`config.mk`:
```
export PLATFORM = sky130hd
export DESIGN_NAME = cdu_front
export DESIGN_NICKNAME = d
export VERILOG_FILES = /design/src/rtl/core/cdu_pkg.sv /design/src/rtl/core/cdu_front.sv
export SDC_FILE = /design/constraint.sdc
export NUM_CORES = 2
export LEC_CHECK = 0
export BUFFER_PORTS_ARGS = -buffer_cell sky130_fd_sc_hd__buf_4
export CAP_MARGIN = 5
export CORE_ASPECT_RATIO = 1.5
export CORE_MARGIN = 5
export CORE_UTILIZATION = 46
export CTS_CLUSTER_DIAMETER = 60
export DETAILED_ROUTE_END_ITERATION = 10
export GPL_TIMING_DRIVEN = 0
export MAX_ROUTING_LAYER = met4
export PLACE_DENSITY = 0.6
export SLEW_MARGIN = 20
export SYNTH_ARGS = -nofsm -noshare
export SYNTH_HDL_FRONTEND = slang
export SYNTH_SLANG_ARGS = --single-unit
```
`constraint.sdc`:
```
create_clock -name clock -period 20.9 [get_ports clock]
set_input_delay 2.09 -clock clock [delete_from_list [all_inputs] [get_ports clock]]
set_output_delay 2.09 -clock clock [all_outputs]
set_load 0.03 [all_outputs]
```
`src/rtl/core/cdu_pkg.sv`:
```
// ----------------------------------------------------------------------------
// cdu_pkg
// shared types and constants of the cosine distance unit
// ----------------------------------------------------------------------------
package cdu_pkg;

   localparam int DOT_W  = 42;
   localparam int NORM_W = 41;
   localparam int ROOT_W = 42;
   localparam int DIST_W = 18;
   localparam logic [DIST_W-1:0] ONE_Q16 = 18'd65536;

   // one finished vector handed from the front to the back
   typedef struct packed {
      logic [DOT_W-1:0]  dot;
      logic [NORM_W-1:0] norm_a;
      logic [NORM_W-1:0] norm_b;
      logic              ovf;
   } sums_type;

endpackage

```
`src/rtl/core/cdu_front.sv`:
```
// ----------------------------------------------------------------------------
// cdu_front
// accumulates dot product and norms, hands finished sums to a 2-entry queue
// ----------------------------------------------------------------------------
module cdu_front import cdu_pkg::*; #(
   parameter int MAX_LEN      = 1024,
   parameter int ELEMENT_BITS = 16
) (
   input  logic                    clock,
   input  logic                    reset,
   input  logic                    in_valid,
   output logic                    in_ready,
   input  logic [ELEMENT_BITS-1:0] in_a,
   input  logic [ELEMENT_BITS-1:0] in_b,
   input  logic                    in_last,
   output logic                    q_valid,
   input  logic                    q_ready,
   output sums_type                q_data
);
   localparam int CNT_W = $clog2(MAX_LEN + 1);

   logic [DOT_W-1:0]  dot_ff, dot_in;
   logic [NORM_W-1:0] na_ff, na_in, nb_ff, nb_in;
   logic [CNT_W-1:0]  cnt_ff, cnt_in;
   logic              ovf_ff, ovf_in;
   sums_type          qmem_ff [2];
   logic              wp_ff, rp_ff;
   logic [1:0]        qcnt_ff;
   logic              push, pop;
   logic signed [2*ELEMENT_BITS-1:0] pab, paa, pbb;
   sums_type          done;

   assign in_ready = (qcnt_ff != 2'd2);
   assign push     = in_valid && in_ready && in_last;
   assign pop      = q_valid && q_ready;
   assign q_valid  = (qcnt_ff != 2'd0);
   assign q_data   = qmem_ff[rp_ff];

   // element products
   always_comb begin
      pab = $signed(in_a) * $signed(in_b);
      paa = $signed(in_a) * $signed(in_a);
      pbb = $signed(in_b) * $signed(in_b);
   end

   // running sums, drop pairs beyond the length limit
   always_comb begin
      dot_in = dot_ff;
      na_in  = na_ff;
      nb_in  = nb_ff;
      cnt_in = cnt_ff;
      ovf_in = ovf_ff;
      if (cnt_ff < CNT_W'(MAX_LEN)) begin
         dot_in = dot_ff + DOT_W'($signed(pab));
         na_in  = na_ff + NORM_W'($unsigned(paa));
         nb_in  = nb_ff + NORM_W'($unsigned(pbb));
         cnt_in = cnt_ff + 1'b1;
      end else begin
         ovf_in = 1'b1;
      end
      done = '{dot: dot_in, norm_a: na_in, norm_b: nb_in, ovf: ovf_in};
   end

   always_ff @(posedge clock) begin
      if (reset) begin
         dot_ff  <= '0;
         na_ff   <= '0;
         nb_ff   <= '0;
         cnt_ff  <= '0;
         ovf_ff  <= 1'b0;
         wp_ff   <= 1'b0;
         rp_ff   <= 1'b0;
         qcnt_ff <= '0;
      end else begin
         if (in_valid && in_ready) begin
            if (in_last) begin
               dot_ff <= '0;
               na_ff  <= '0;
               nb_ff  <= '0;
               cnt_ff <= '0;
               ovf_ff <= 1'b0;
            end else begin
               dot_ff <= dot_in;
               na_ff  <= na_in;
               nb_ff  <= nb_in;
               cnt_ff <= cnt_in;
               ovf_ff <= ovf_in;
            end
         end
         if (push) wp_ff <= ~wp_ff;
         if (pop)  rp_ff <= ~rp_ff;
         qcnt_ff <= qcnt_ff + {1'b0, push} - {1'b0, pop};
      end
   end

   // queue storage
   always_ff @(posedge clock) begin
      if (push) qmem_ff[wp_ff] <= done;
   end
endmodule

```
* Word-level counts from Yosys, hierarchy flattened
Memory sizes are Yosys's and may differ from the RTL's. A register that Yosys moved wholly into a read port is not among the register bits.
Cells that the tools add are included.
** Cells by class
- Add/subtract/negate cells :: 6
- Multipliers :: 3
- Magnitude comparators :: 1
- Equal/unequal tests :: 1
- Multiplexer cells :: 14
- Bitwise logic cells :: 2
- Reduce and logical (&&, ||, !) cells :: 6
** Operators by type and width (number)
- 41-bit two-way mux :: 4
- 16-bit by 16-bit multiplier with 32-bit output :: 3
- 42-bit two-way mux :: 2
- 41-bit by 32-bit adder with 41-bit output :: 2
- 42-bit adder :: 1
- 11-bit two-way mux :: 2
- 11-bit by 1-bit adder with 11-bit output, second input constant :: 1
- 11-bit < comparator, second input constant :: 1
- 1-bit two-way mux :: 6
- 2-bit nonzero test :: 2
- 1-bit logical AND :: 3
- 2-bit by 1-bit adder with 2-bit output :: 1
- 2-bit != test, second input constant :: 1
- 1-bit NOT :: 2
- 2-bit AND reduction :: 1
- 2-bit by 1-bit subtractor with 2-bit output :: 1
** Storage, ports and cells
- Register bits after elaboration :: 140
- Memory bits (writable) :: 250
- Bits of input ports :: 37
- Output and inout bits :: 127
- Word-level logic and storage cells :: 42
- Memories kept :: 1
** Memories
- qmem_ff :: words 2, width 125, rd ports 1, clocked after Yosys merged registers in 1, write ports 1, line cdu_front.sv:26 : sums_type qmem_ff [2];

* Longest topological paths before layout
- Depth after elaboration :: 5
- Depth in mapped cells :: 38
- Depth with buffers taken out :: 36

* Least setup slack after synthesis
Ideal clock, no wire load.
- Path type :: in2reg
- From :: input in_b[2]
- To :: register dot_ff[41]
- Library setup time :: 0.062 ns
- Arrival :: 10.391 ns
- Required time :: 20.838 ns
- Slack :: 10.447 ns
- Stages :: 32
- Buffers on the path :: 2
- Cell sequence :: clkbuf_1 -> clkbuf_1 -> nand2_1 -> inv_1 -> fa_1 -> fa_1 -> fa_1 -> fa_1 -> fa_1 -> inv_1 -> fa_1 -> inv_1 -> ha_1 -> nand4_1 -> inv_1 -> a221oi_2 -> o31ai_4 -> a211o_1 -> o31a_1 -> o211a_4 -> ha_1 -> a21o_1 -> a21oi_1 -> inv_1 -> a21oi_1 -> o21bai_1 -> a2111oi_0 -> o211ai_1 -> a21oi_1 -> mux2i_1 -> or4_1 -> nand3_1
** On the way
- Word-level cells in the longest chain between the ends :: 4
** RTL lines
- from (decl) :: line cdu_front.sv:14 : input logic [ELEMENT_BITS-1:0] in_b,
- 16-bit by 16-bit multiplier with 32-bit output :: line cdu_front.sv:41 : pab = $signed(in_a) * $signed(in_b);
- 42-bit adder :: line cdu_front.sv:54 : dot_in = dot_ff + DOT_W'($signed(pab));
- 42-bit two-way mux :: line cdu_front.sv:53 : if (cnt_ff < CNT_W'(MAX_LEN)) begin
- 42-bit two-way mux :: line cdu_front.sv:76 : if (in_last) begin
- to (signal assigned) :: line cdu_front.sv:83 : dot_ff <= dot_in;
- to (decl) :: line cdu_front.sv:22 : logic [DOT_W-1:0] dot_ff, dot_in;
Every way passes these cells.
A chain may end at the register's enable or synchronous reset.

* Worst setup path after layout
- From :: input in_b[2]
- To :: memory qmem_ff[1][124] (netlist name) (data pin)
** On the way
- Word-level cells in the longest chain between the ends :: 3
** RTL lines (line)
- 16-bit by 16-bit multiplier with 32-bit output :: cdu_front.sv:41
- 42-bit adder :: cdu_front.sv:54
- 42-bit two-way mux :: cdu_front.sv:53
- net dot_in[41] :: cdu_front.sv:22
- to (decl) :: cdu_front.sv:26
The timed path passes the listed nets, and every way through them passes these cells.

==> metrics.yaml <==
detailed_routing:
  via_count: 35480
  drtAntennaViolNets: 0
  vias_per_cell: 5.374
  wl_per_cell_um: 20.69
  dr.pass1.iters: 5
  drt_iter0_drc: 2173
  drt-total-wl_um: 136600
  drc: 0
layout:
  multi_input_area_sq_um: 33340
  fillers: 9793
  final_cells: 6603
  area.growth.synth_to_final_pct: 9.027
  drive_above_1_share_pct: 7.925
  fin_util_pct: 50.38
  final_net_count: 6323
  seq_area_sq_um: 10330
critical_path:
  r2r_cells: 13
  cp-end-kind: "flip-flop"
  reg2reg_slack_ps: 16980
  rr_startpoint: "nb_ff[0]$_SDFFE_PP0P_"
  crit_end: "qmem_ff[1][124]$_DFFE_PP_"
  reg2reg_to: "qmem_ff[1][33]$_DFFE_PP_"
  cp.required_ps: 21160
  cp.depth: 32
  critPathKind: "in -> reg"
  critPathMaxFanout: 13
  cp_top_family: "adder cells"
  critical_path.startpoint: "in_b[2]"
  max_stage_delay_ps: 910
  crit_slowest_cell: "fa_1"
  cpMostUsedCell: "fa_1"
  cp.arrival_ps: 12660
  worst-path-buf-inv: 8
  critPathLaunchType: "input port"
clock_network:
  cts_max_level: 2
  clkSlewWorstSetupHoldPaths_ps: 70
  numCtsBuffers: 36
  tritoncts: "yes"
  clk_path_buf_depth: 3
  cts_root_buf: "clkbuf_16"
  cts_sinks: 391
  ctsResizeCount: 0
  ctsHoldBuffers: 0
  post_cts_buffers: 0
  insertion_delay_ps: 570
grt:
  grt_pass1_vias: 37320
  grt_pass1_wl_um: 210900
  globalRouteOverflowTotal: 0
  grt_antenna_before_repair: 8
  grt_usage_pct: 25.43
  grt_max_degree: 50
placed_design:
  dp_hpwl_um: 112100
  gp_congestion: 0.9594
  port_buffers: 153
  dp.cells: 6530
timing:
  worst_pin_slew_ps: 1157
  period_share_pct: 59.31
  hold_ws_ps: 481.4
  setup_viol: 0
  rsz0062_at_grt: "false"
  fin_skew_ps: 28.41
  max_clock_freq_ghz: 0.08068
  drv_slew: 0
  tns_ps: 0
  slew_headroom_pct: 22.85
  hold_viol: 0
  fin_crit_ps: 12400
worst_hold_path:
  holdCritPathClass: "reg -> reg"
  hp-start: "ovf_ff$_SDFFE_PP0P_"
  worstHoldPathCells: 2
floorplanning:
  chipHeight_um: 405.8
  initial_utilization_pct: 46.21
  num_rows: 145
  core_sq_um: 104000
  pin_count: 164
  dieArea_sq_um: 111100
  fp.dieW_um: 273.9
yosys:
  synth_top_area_share_pct: 30.75
  async_flop_share_pct: 0
  yosysSeqAreaShare_pct: 21.50
  ys_top_cells_by_count: "inv_1, fa_1, nand2_1, ha_1, nor2_1"
  synthFlopType: "edfxtp_1"
  netlist.top_cell.by_area: "fa_1"
  synth_edf_count: 250
  synth_warnings: 0
  syn_nets: 6123
  ys_top_cells_by_area: "fa_1, edfxtp_1, ha_1"
  syn-cell-area_sq_um: 48040
  yosys.cell_count.top_type: "inv_1"
  ys_types: 91
  syn-instance-count: 4972
  syn_avg_cell_area_sq_um: 9.662
  ys_ff_latch: 391
flow_run:
  max-cap-violations: 0
outcome:
  status: "completed"
cell families (layout without fill, tap and decap cells):
group / after synthesis / in the layout / share of synthesized area (%)
flops: 391 / 391 / 21.50
compound gates: 725 / 725 / 9.790
other cells: 0 / 8 / 0
simple gates: 1193 / 1193 / 11.38
fa+ha+maj: 1114 / 1114 / 40.55
buf+inv: 1169 / 1396 / 9.139
xor+xnor: 241 / 241 / 4.394
mux: 139 / 139 / 3.250
worst reg2reg max path, delay by kind of cell, from the launching register on:
kind | cells | cell delay [ps]
XOR/XNOR | 1 | 220
adder cells (fa/ha/maj) | 2 | 470
AND/OR/NAND/NOR | 1 | 170
flip-flops | 1 | 330
AO/OA/AOI/OAI | 9 | 2480
cell type report:
cell class | count | area share, %
clock inverters | 21 | 0.4276
repair buffers | 162 | 2.539
inverters | 985 | 7.059
clock buffers | 44 | 1.897
plain buffers | 184 | 1.323
diodes | 8 | 0.03822
multi-input cells | 3412 | 63.66
flip-flops and latches | 391 | 19.72
well taps | 1396 | 3.335
per-stage QoR:
stage	worst slack, ps	cell area [sq um]
after floorplan	10450	48040
final	8505	52380
after CTS	8726	52360
after global placement	8227	50940
after detailed placement	8144	51140
after global routing	8254	52370
flip-flops by register name (all words and copies together), names as in the netlist, named ones only:
| signal | flops |
|---|---|
| qmem_ff | 250 |
| dot_ff | 42 |
| na_ff | 41 |
| nb_ff | 41 |
| cnt_ff | 11 |
| qcnt_ff | 2 |
| ovf_ff | 1 |
| rp_ff | 1 |
| wp_ff | 1 |
worst min-delay path by stage:
stage | to | slack, ps
final | ovf_ff$_SDFFE_PP0P_ | 480
after detailed placement | ovf_ff$_SDFFE_PP0P_ | 460
after CTS | na_ff[0]$_SDFFE_PP0P_ | 480
after global placement | ovf_ff$_SDFFE_PP0P_ | 450
after global routing | na_ff[0]$_SDFFE_PP0P_ | 490
after floorplan | ovf_ff$_SDFFE_PP0P_ | 430
layout by cell type (no fill, tap or decap), drive strengths merged, types with 180 or more instances in the layout:
cell    Yosys  final
inv       978    984
nor2      275    275
ha        376    376
and2      180    180
nand2     496    496
edfxtp    250    250
a21oi     181    181
fa        738    738
o21ai     213    213
clkbuf    180    224
per-layer routing:
layer / vias to the layer above / wire [um] / GRT usage (%)
li1: 16260 / - / -
met1: 17910 / 51720 / 29.65
met2: 1045 / 70790 / 45.20
met3: 268 / 7720 / 2.825
met4: 0 / 6407 / 9.827
met5: - / 0 / -
Power is left out: the tool's default activity adds up to more than one toggle a clock period on the data nets, which glitch-free logic cannot reach.
