--- config.mk ---
export PLATFORM = sky130hd
export DESIGN_NAME = cdu_back
export DESIGN_NICKNAME = d
export VERILOG_FILES = /design/src/rtl/core/cdu_pkg.sv /design/src/rtl/core/cdu_back.sv
export SDC_FILE = /design/constraint.sdc
export NUM_CORES = 2
export LEC_CHECK = 0
export BUFFER_PORTS_ARGS = -buffer_cell sky130_fd_sc_hd__buf_2
export CAP_MARGIN = 20
export CORE_MARGIN = 1.5
export CORE_UTILIZATION = 60
export DETAILED_ROUTE_END_ITERATION = 7
export MAX_ROUTING_LAYER = met4
export PLACE_DENSITY = 0.86
export SKIP_CTS_REPAIR_TIMING = 1
export SYNTH_ARGS = -nofsm -noshare
export SYNTH_HDL_FRONTEND = slang
export SYNTH_SLANG_ARGS = --single-unit
--- constraint.sdc ---
create_clock -name clock -period 13.7 [get_ports clock]
set_clock_uncertainty 0.05 [all_clocks]
set_input_delay 1.37 -clock clock [delete_from_list [all_inputs] [get_ports clock]]
set_output_delay 1.37 -clock clock [all_outputs]
set_load 0.01 [all_outputs]
--- src/rtl/core/cdu_pkg.sv ---
// ----------------------------------------------------------------------------
// cdu_pkg
// shared types and constants of the cosine distance unit
// ----------------------------------------------------------------------------
package cdu_pkg;

   localparam int DOT_W  = 42;
   localparam int NORM_W = 41;
   localparam int ROOT_W = 42;
   localparam int DIST_W = 18;
   localparam logic [DIST_W-1:0] ONE_Q16 = 18'd65536;

   // one finished vector handed from the front to the back
   typedef struct packed {
      logic [DOT_W-1:0]  dot;
      logic [NORM_W-1:0] norm_a;
      logic [NORM_W-1:0] norm_b;
      logic              ovf;
   } sums_type;

endpackage

--- src/rtl/core/cdu_back.sv ---
// ----------------------------------------------------------------------------
// cdu_back
// product of norms, bitwise square root, restoring division, clamp
// ----------------------------------------------------------------------------
module cdu_back import cdu_pkg::*; (
   input  logic              clock,
   input  logic              reset,
   input  logic              q_valid,
   output logic              q_ready,
   input  sums_type          q_data,
   output logic              out_valid,
   input  logic              out_ready,
   output logic [DIST_W-1:0] out_dist,
   output logic              out_zero,
   output logic              out_ovf
);
   typedef enum logic [5:0] {
      S_IDLE = 6'b000001, S_MUL = 6'b000010, S_SQRT = 6'b000100,
      S_DIV  = 6'b001000, S_FIN = 6'b010000, S_OUT  = 6'b100000
   } state_type;

   localparam int PROD_W = 2 * NORM_W;
   localparam int SQ_W   = 2 * ROOT_W;
   localparam int NUM_W  = DOT_W + 16;

   state_type          st_ff, st_in;
   sums_type           s_ff;
   logic [PROD_W-1:0]  prod_ff;
   logic [SQ_W-1:0]    sq_ff;
   logic [ROOT_W-1:0]  root_ff;
   logic [5:0]         step_ff;
   logic [1:0]         part_ff;
   logic [NUM_W-1:0]   num_ff;
   logic [NUM_W-1:0]   quo_ff;
   logic [ROOT_W:0]    rem_ff;
   logic               neg_ff;
   logic [DIST_W-1:0]  dist_ff;
   logic               zero_ff;
   logic [ROOT_W-1:0]  trial;
   logic [SQ_W-1:0]    trial_sq;
   logic [ROOT_W:0]    rem_sh;
   logic [20:0]        a_part;
   logic [20:0]        b_part;
   logic [41:0]        pp;
   logic [DOT_W-1:0]   mag;

   assign q_ready   = (st_ff == S_IDLE);
   assign out_valid = (st_ff == S_OUT);
   assign out_dist  = dist_ff;
   assign out_zero  = zero_ff;
   assign out_ovf   = s_ff.ovf;

   // trial square without a multiplier: (r+2^k)^2 = r^2 + r*2^(k+1) + 2^(2k)
   always_comb begin
      trial    = root_ff | (ROOT_W'(1) << step_ff);
      trial_sq = sq_ff + (SQ_W'(root_ff) << (step_ff + 6'd1))
                 + (SQ_W'(1) << {step_ff, 1'b0});
      rem_sh   = {rem_ff[ROOT_W-1:0], num_ff[NUM_W-1]};
      a_part   = part_ff[0] ? {1'b0, s_ff.norm_a[NORM_W-1:21]} : s_ff.norm_a[20:0];
      b_part   = part_ff[1] ? {1'b0, s_ff.norm_b[NORM_W-1:21]} : s_ff.norm_b[20:0];
      pp       = a_part * b_part;
      mag      = s_ff.dot[DOT_W-1] ? (~s_ff.dot + 1'b1) : s_ff.dot;
   end

   always_comb begin
      st_in = st_ff;
      unique case (st_ff)
         S_IDLE: if (q_valid) st_in = S_MUL;
         S_MUL:  if (part_ff == 2'd3) st_in = S_SQRT;
         S_SQRT: if (step_ff == 6'd0) st_in = S_DIV;
         S_DIV:  if (step_ff == 6'd0) st_in = S_FIN;
         S_FIN:  st_in = S_OUT;
         S_OUT:  if (out_ready) st_in = S_IDLE;
         default: st_in = S_IDLE;
      endcase
   end

   always_ff @(posedge clock) begin
      if (reset) st_ff <= S_IDLE;
      else       st_ff <= st_in;
   end

   // datapath: 4 partial products, 42 root steps, 58 divide steps
   always_ff @(posedge clock) begin
      unique case (st_ff)
         S_IDLE: begin
            s_ff    <= q_data;
            prod_ff <= '0;
            part_ff <= '0;
         end
         S_MUL: begin
            prod_ff <= prod_ff
                       + (PROD_W'(pp) << (21 * (32'(part_ff[0]) + 32'(part_ff[1]))));
            part_ff <= part_ff + 1'b1;
            root_ff <= '0;
            sq_ff   <= '0;
            step_ff <= 6'(ROOT_W - 1);
         end
         S_SQRT: begin
            if (trial_sq <= SQ_W'(prod_ff)) begin
               root_ff <= trial;
               sq_ff   <= trial_sq;
            end
            if (step_ff == 6'd0) begin
               step_ff <= 6'(NUM_W - 1);
               num_ff  <= {mag, 16'd0};
               neg_ff  <= s_ff.dot[DOT_W-1];
               rem_ff  <= '0;
               quo_ff  <= '0;
            end else begin
               step_ff <= step_ff - 1'b1;
            end
         end
         S_DIV: begin
            num_ff <= num_ff << 1;
            if (rem_sh >= {1'b0, root_ff}) begin
               rem_ff <= rem_sh - {1'b0, root_ff};
               quo_ff <= {quo_ff[NUM_W-2:0], 1'b1};
            end else begin
               rem_ff <= rem_sh;
               quo_ff <= {quo_ff[NUM_W-2:0], 1'b0};
            end
            if (step_ff != 6'd0) step_ff <= step_ff - 1'b1;
         end
         S_FIN: begin
            zero_ff <= 1'b0;
            if (s_ff.norm_a == '0 || s_ff.norm_b == '0) begin
               dist_ff <= ONE_Q16;
               zero_ff <= 1'b1;
            end else if (root_ff == '0 || quo_ff > NUM_W'(ONE_Q16)) begin
               dist_ff <= neg_ff ? (ONE_Q16 << 1) : '0;
            end else begin
               dist_ff <= neg_ff ? ONE_Q16 + quo_ff[DIST_W-1:0]
                                 : ONE_Q16 - quo_ff[DIST_W-1:0];
            end
         end
         S_OUT: ;
         default: ;
      endcase
   end
endmodule

# Yosys cells after proc, flatten, opt, wreduce, memory -nomap -nowiden
# Cells that the tools add are included.
dict set report word_totals {
  reg_bits 525
  input_bits 129
  out_inout_bits 22
  wordCells 98
}
dict set report classes {
  n_addsub 11
  n_mul 2
  n_lt_le_gt_ge 3
  n_eq_ne 14
  n_shift 4
  n_mux 30
  bitwise 2
  reduce_logical 16
}
# cell n
set op_table {}
lappend op_table {{$pmux 58 s2} 2}
lappend op_table {{$add 84x84->84} 2}
lappend op_table {{$mux 42} 4}
lappend op_table {{$pmux 42 s2} 2}
lappend op_table {{$pmux 84 s2} 1}
lappend op_table {{$pmux 82 s2} 1}
lappend op_table {{$mux 58} 2}
lappend op_table {{$le 84x82->1} 1}
lappend op_table {{$mux 84} 1}
lappend op_table {{$shl 1x7->84 const A} 1}
lappend op_table {{$shl 42x6->84} 1}
lappend op_table {{$add 82x82->82} 1}
lappend op_table {{$logic_not 41->1} 2}
lappend op_table {{$shl 42x7->82} 1}
lappend op_table {{$gt 58x17->1 const B} 1}
lappend op_table {{$mux 18} 3}
lappend op_table {{$ge 43x42->1} 1}
lappend op_table {{$add 42x1->42 const B} 1}
lappend op_table {{$logic_not 42->1} 1}
lappend op_table {{$mul 21x21->42} 1}
lappend op_table {{$mux 21} 2}
lappend op_table {{$mux 6} 7}
lappend op_table {{$not 42->42} 1}
lappend op_table {{$or 42x42->42} 1}
lappend op_table {{29 further kinds} 41}

# Depth between registers and ports, before layout
dict set report logic_depth {
  word_depth 7
  mapped_depth 44
  depth_no_buf 40
}

# Worst setup path after synthesis
# No wires, ideal clock.
dict set report synth_path {
  path_type {register to register}
  start {reg step_ff[0]}
  end {reg num_ff[16], enable pin}
  setup_ns 0.841
  arrival_ns 11.702
  required_time_ns 12.809
  slack_ns 1.107
  path_stages_with_launch 8
  n_path_buf 3
  cell_sequence {edfxtp_1 > buf_2 > buf_1 > inv_1 > clkbuf_1 > ha_1 > nand3_1 > o21ai_0}
}
dict set report synth_between {
  elab_chain_len 3
}
# item line_no
set synth_lines {}
lappend synth_lines {{start: declaration} cdu_back.sv:31} ;# logic [5:0] step_ff;
lappend synth_lines {{start signal: assignment} cdu_back.sv:97} ;# step_ff <= 6'(ROOT_W - 1);
lappend synth_lines {{start signal: assignment} cdu_back.sv:105} ;# step_ff <= 6'(NUM_W - 1);
lappend synth_lines {{start signal: assignment} cdu_back.sv:111} ;# step_ff <= step_ff - 1'b1;
lappend synth_lines {{$logic_not 6->1} cdu_back.sv:104} ;# if (step_ff == 6'd0) begin
lappend synth_lines {{$ne 2x2->1 (no source line)} --}
lappend synth_lines {{$reduce_and 2->1 (no source line)} --}
lappend synth_lines {{end signal: assignment} cdu_back.sv:106} ;# num_ff <= {mag, 16'd0};
lappend synth_lines {{end signal: assignment} cdu_back.sv:115} ;# num_ff <= num_ff << 1;
lappend synth_lines {{end: declaration} cdu_back.sv:33} ;# logic [NUM_W-1:0] num_ff;
# No other way between the ends.
# A chain may end at the register's enable or synchronous reset.

# Final worst setup path
dict set report layout_path {
  start {reg part_ff[1]}
  end {reg prod_ff[70], data pin}
}
dict set report layout_between {
  elab_chain_len 5
}
# item line_no
set layout_lines {}
lappend layout_lines {{start: declaration} cdu_back.sv:32} ;# logic [1:0] part_ff;
lappend layout_lines {{start signal: assignment} cdu_back.sv:94} ;# part_ff <= part_ff + 1'b1;
lappend layout_lines {{$mux 21 / $add 1x1->2 (equally long branches)} {cdu_back.sv:60, cdu_back.sv:93}}
lappend layout_lines {{$mul 21x21->42 / $mul 5x2->7 (equally long branches)} {cdu_back.sv:61, cdu_back.sv:93}}
lappend layout_lines {{$shl 42x7->82 *} cdu_back.sv:93} ;# + (PROD_W'(pp) << (21 * (32'(part_ff[0]) + 32'(part_ff[1]))));
lappend layout_lines {{$add 82x82->82 *} cdu_back.sv:93}
lappend layout_lines {{$pmux 82 s2 *} cdu_back.sv:85} ;# unique case (st_ff)
lappend layout_lines {{end signal: assignment} cdu_back.sv:92} ;# prod_ff <= prod_ff
lappend layout_lines {{end: declaration} cdu_back.sv:28} ;# logic [PROD_W-1:0] prod_ff;
# Every way passes the cells marked *; elsewhere a longest branch is shown, timed or not.

==> flow_metrics.py <==
metrics = {
    "finish": {
        "stdcell_count": 7274,
        "drive_gt1_share_pct": 7.40,
        "n_fill_cell": 7234,
        "nNetsFinal": 7072,
        "synthToLayoutAreaGrowth_pct": 6.99,
    },
    "sta": {
        "tns_ns": 0,
        "setup_viol": 0,
        "rsz0062_at_grt": "false",
        "timing.final.crit_share_pct": 90.0,
        "whs_ns": 0.462,
        "hold_viol": 0,
        "worst_slew_margin_rel_pct": 24.0,
        "worst_pin_slew_ns": 1.11,
        "min_period_ns": 12.33,
        "drv_slew": 0,
        "maxClockFrequency_mhz": 81.1,
    },
    "synth": {
        "synth.avg_cell_area_um2": 9.04,
        "syn-cell-area_um2": 54700,
        "synth_warnings": 0,
        "synth_edf_count": 503,
        "synth.distinct_cells": 90,
        "yosysSeqAreaShare_pct": 27.8,
        "synth.net_count": 7079,
        "yosys_register_bits": 509,
        "async_flop_share_pct": 0,
        "yosys_most_used_dff": "edfxtp_1",
        "postSynthCellCount": 6054,
    },
    "setup_path": {
        "required_ns": 14.02,
        "crit_arrival_ns": 12.65,
        "crit_path_frequent_cell": "fa_1",
        "slowest_stage": "mux2i_1",
        "cp-start-kind": "flip-flop",
        "cp-end-kind": "flip-flop",
        "critPathKind": "flip-flop to flip-flop",
        "cp_max_fo": 15,
        "cp_slowest_stage_delay_ns": 0.92,
    },
    "floorplan": {
        "floorplan.initialDensity_pct": 60.7,
        "die_h_um": 305,
        "fp.dieArea_um2": 93000,
        "num_io_pins": 151,
        "core-area_um2": 90100,
        "std_cell_rows": 110,
        "die_x_um": 305,
    },
    "cts": {
        "cts_buffers": 57,
        "cts_tree": "yes",
        "clk_latency_ns": 0.68,
        "ctsRootBufferMaster": "clkbuf_16",
        "cts.path.max_buffers": 3,
        "clock-sinks": 509,
        "clk_pin_slew_worst_paths_ns": 0.07,
        "cts_htree_levels": 2,
    },
    "grt": {
        "grt_overflow_total": 0,
        "antenna_found_initial": 4,
        "grt_usage_pct": 36.8,
        "grt_max_degree": 101,
        "grt_pass1_wl_mm": 259,
        "grt_pass1_vias": 45406,
    },
    "routing": {
        "drt_iter0_markers": 5108,
        "routed_via_density": 6.37,
        "vias": 46355,
        "drc_errors": 0,
        "wl_per_cell_um": 23.1,
        "antenna_left": 0,
        "drtPass1Iterations": 7,
        "wl_mm": 168,
    },
    "placed_design": {
        "dp_hpwl_mm": 132,
        "gp_congestion": 1.05,
        "io_buffer_count": 150,
        "dp.cells": 7160,
    },
    "worst_hold_path": {
        "hp-class": "flip-flop to flip-flop",
    },
    "flow_run": {
        "maxCapViolCount": 0,
    },
    "outcome": {
        "outcome": "complete, no violations",
    },
}
==> Yosys cell counts (35+ instances only) <==
cell,n,area (um^2)
o21bai_1,55,413
nand2b_1,35,219
a31oi_1,44,275
nor3_1,56,280
nand4_1,84,526
nor2b_1,56,350
nor4_1,58,363
and3_1,59,369
nor2_1,788,2960
o21ai_0,243,1220
inv_1,628,2360
clkbuf_1,240,901
o21a_1,50,375
and2_1,166,1040
nand2_1,559,2100
edfxtp_1,503,15100
ha_1,493,6170
mux2i_1,94,941
a21o_1,196,1470
xor2_1,128,1120
mux2_2,45,507
xnor2_1,158,1380
a21oi_1,385,1930
o22ai_1,51,319
fa_1,403,8070
nand3_1,85,425
==> state kept, by name (all words and copies together) (netlist names) <==
register / cells
neg_ff: 1
out_zero: 1
prod_ff: 82
out_dist: 18
st_ff: 6
rem_ff: 42
step_ff: 6
out_ovf: 1
num_ff: 42
s_ff: 124
quo_ff: 58
root_ff: 42
sq_ff: 84
part_ff: 2
==> layer usage <==
layer / vias to the layer above / GRT usage, % / wire [um]
met2: 2425 / 57.9 / 78100
met5: - / - / 0
met1: 22471 / 46.3 / 65000
met4: 0 / 18.3 / 9870
met3: 572 / 6.01 / 15300
li1: 20887 / - / -
==> placed cells by master, fill, tap and decap left out, drive strengths merged, types with 16 or more instances in the layout <==
cell    synthesis  layout
mux2           45      45
a31oi          44      44
o31ai          25      25
nand3          85      85
nor2b          56      56
nor4           58      58
and3           60      60
nand2         559     559
o21ai         250     250
o22ai          51      51
fa            403     403
mux2i          94      94
or2            16      16
clkinv          0      27
nand4          85      85
o211ai         17      17
clkbuf        241      63
a211oi         32      32
inv           629     629
a21oi         385     385
xnor2         158     158
nor2          788     788
ha            493     493
and2          167     167
xor2          128     128
o21a           50      50
nor3           56      56
o21bai         55      55
mux4           30      30
a21o          196     196
buf            44     219
nand2b         35      35
edfxtp        503     503
or3            19      19
==> worst paths after layout <==
path,cells after the start,end,slack [ns],from
hold / removal,2,num_ff[47],0.46,num_ff[46]
setup / recovery,36,prod_ff[70],1.37,part_ff[1]
setup reg to reg,36,prod_ff[70],1.37,part_ff[1]
hold reg to reg,2,num_ff[47],0.46,num_ff[46]
==> cells by family after synthesis <==
group	after synthesis	share of synthesized area (%)
AOI/OAI and AO/OA	1240	14.3
xor gates and xnor gates	286	4.58
adders and majority gates	896	26.0
buffers and inverters	914	6.34
DFF	509	27.8
muxes	169	3.88
and+or+nand+nor	2040	17.1
==> worst max-delay path, delay by kind of cell (launching register included) <==
family                   cells  cell delay, ns
flip-flops                   1            0.81
adder cells (fa/ha/maj)      9            4.32
AO/OA/AOI/OAI               14            3.64
AND/OR/NAND/NOR              7            1.73
buffers and inverters        5            0.56
multiplexers                 1            0.92
==> area by class of cell <==
class,instances,area [um^2],share of cell area [%]
well taps,1176,1470,2.51
clock buffers,63,1450,2.47
flip-flops and latches,509,15200,26.0
repair buffers,219,1280,2.19
clock inverters,43,602,1.03
inverters,629,2360,4.04
multi-input cells,4631,36200,61.7
diodes,4,10.0,0.0171
==> metrics by stage <==
step / utilization (%) / instance area [um^2] / setup slack (ns)
after global placement: 62.6 / 56400 / 1.77
after floorplan: - / 54700 / 1.11
final: 65.0 / 58600 / 1.37
after CTS: 64.9 / 58500 / 1.52
after detailed placement: 62.6 / 56500 / 1.55
after global routing: 65.0 / 58600 / 0.840
Power is left out: the tool's default activity adds up to more than one toggle a clock period on the data nets, which glitch-free logic cannot reach.
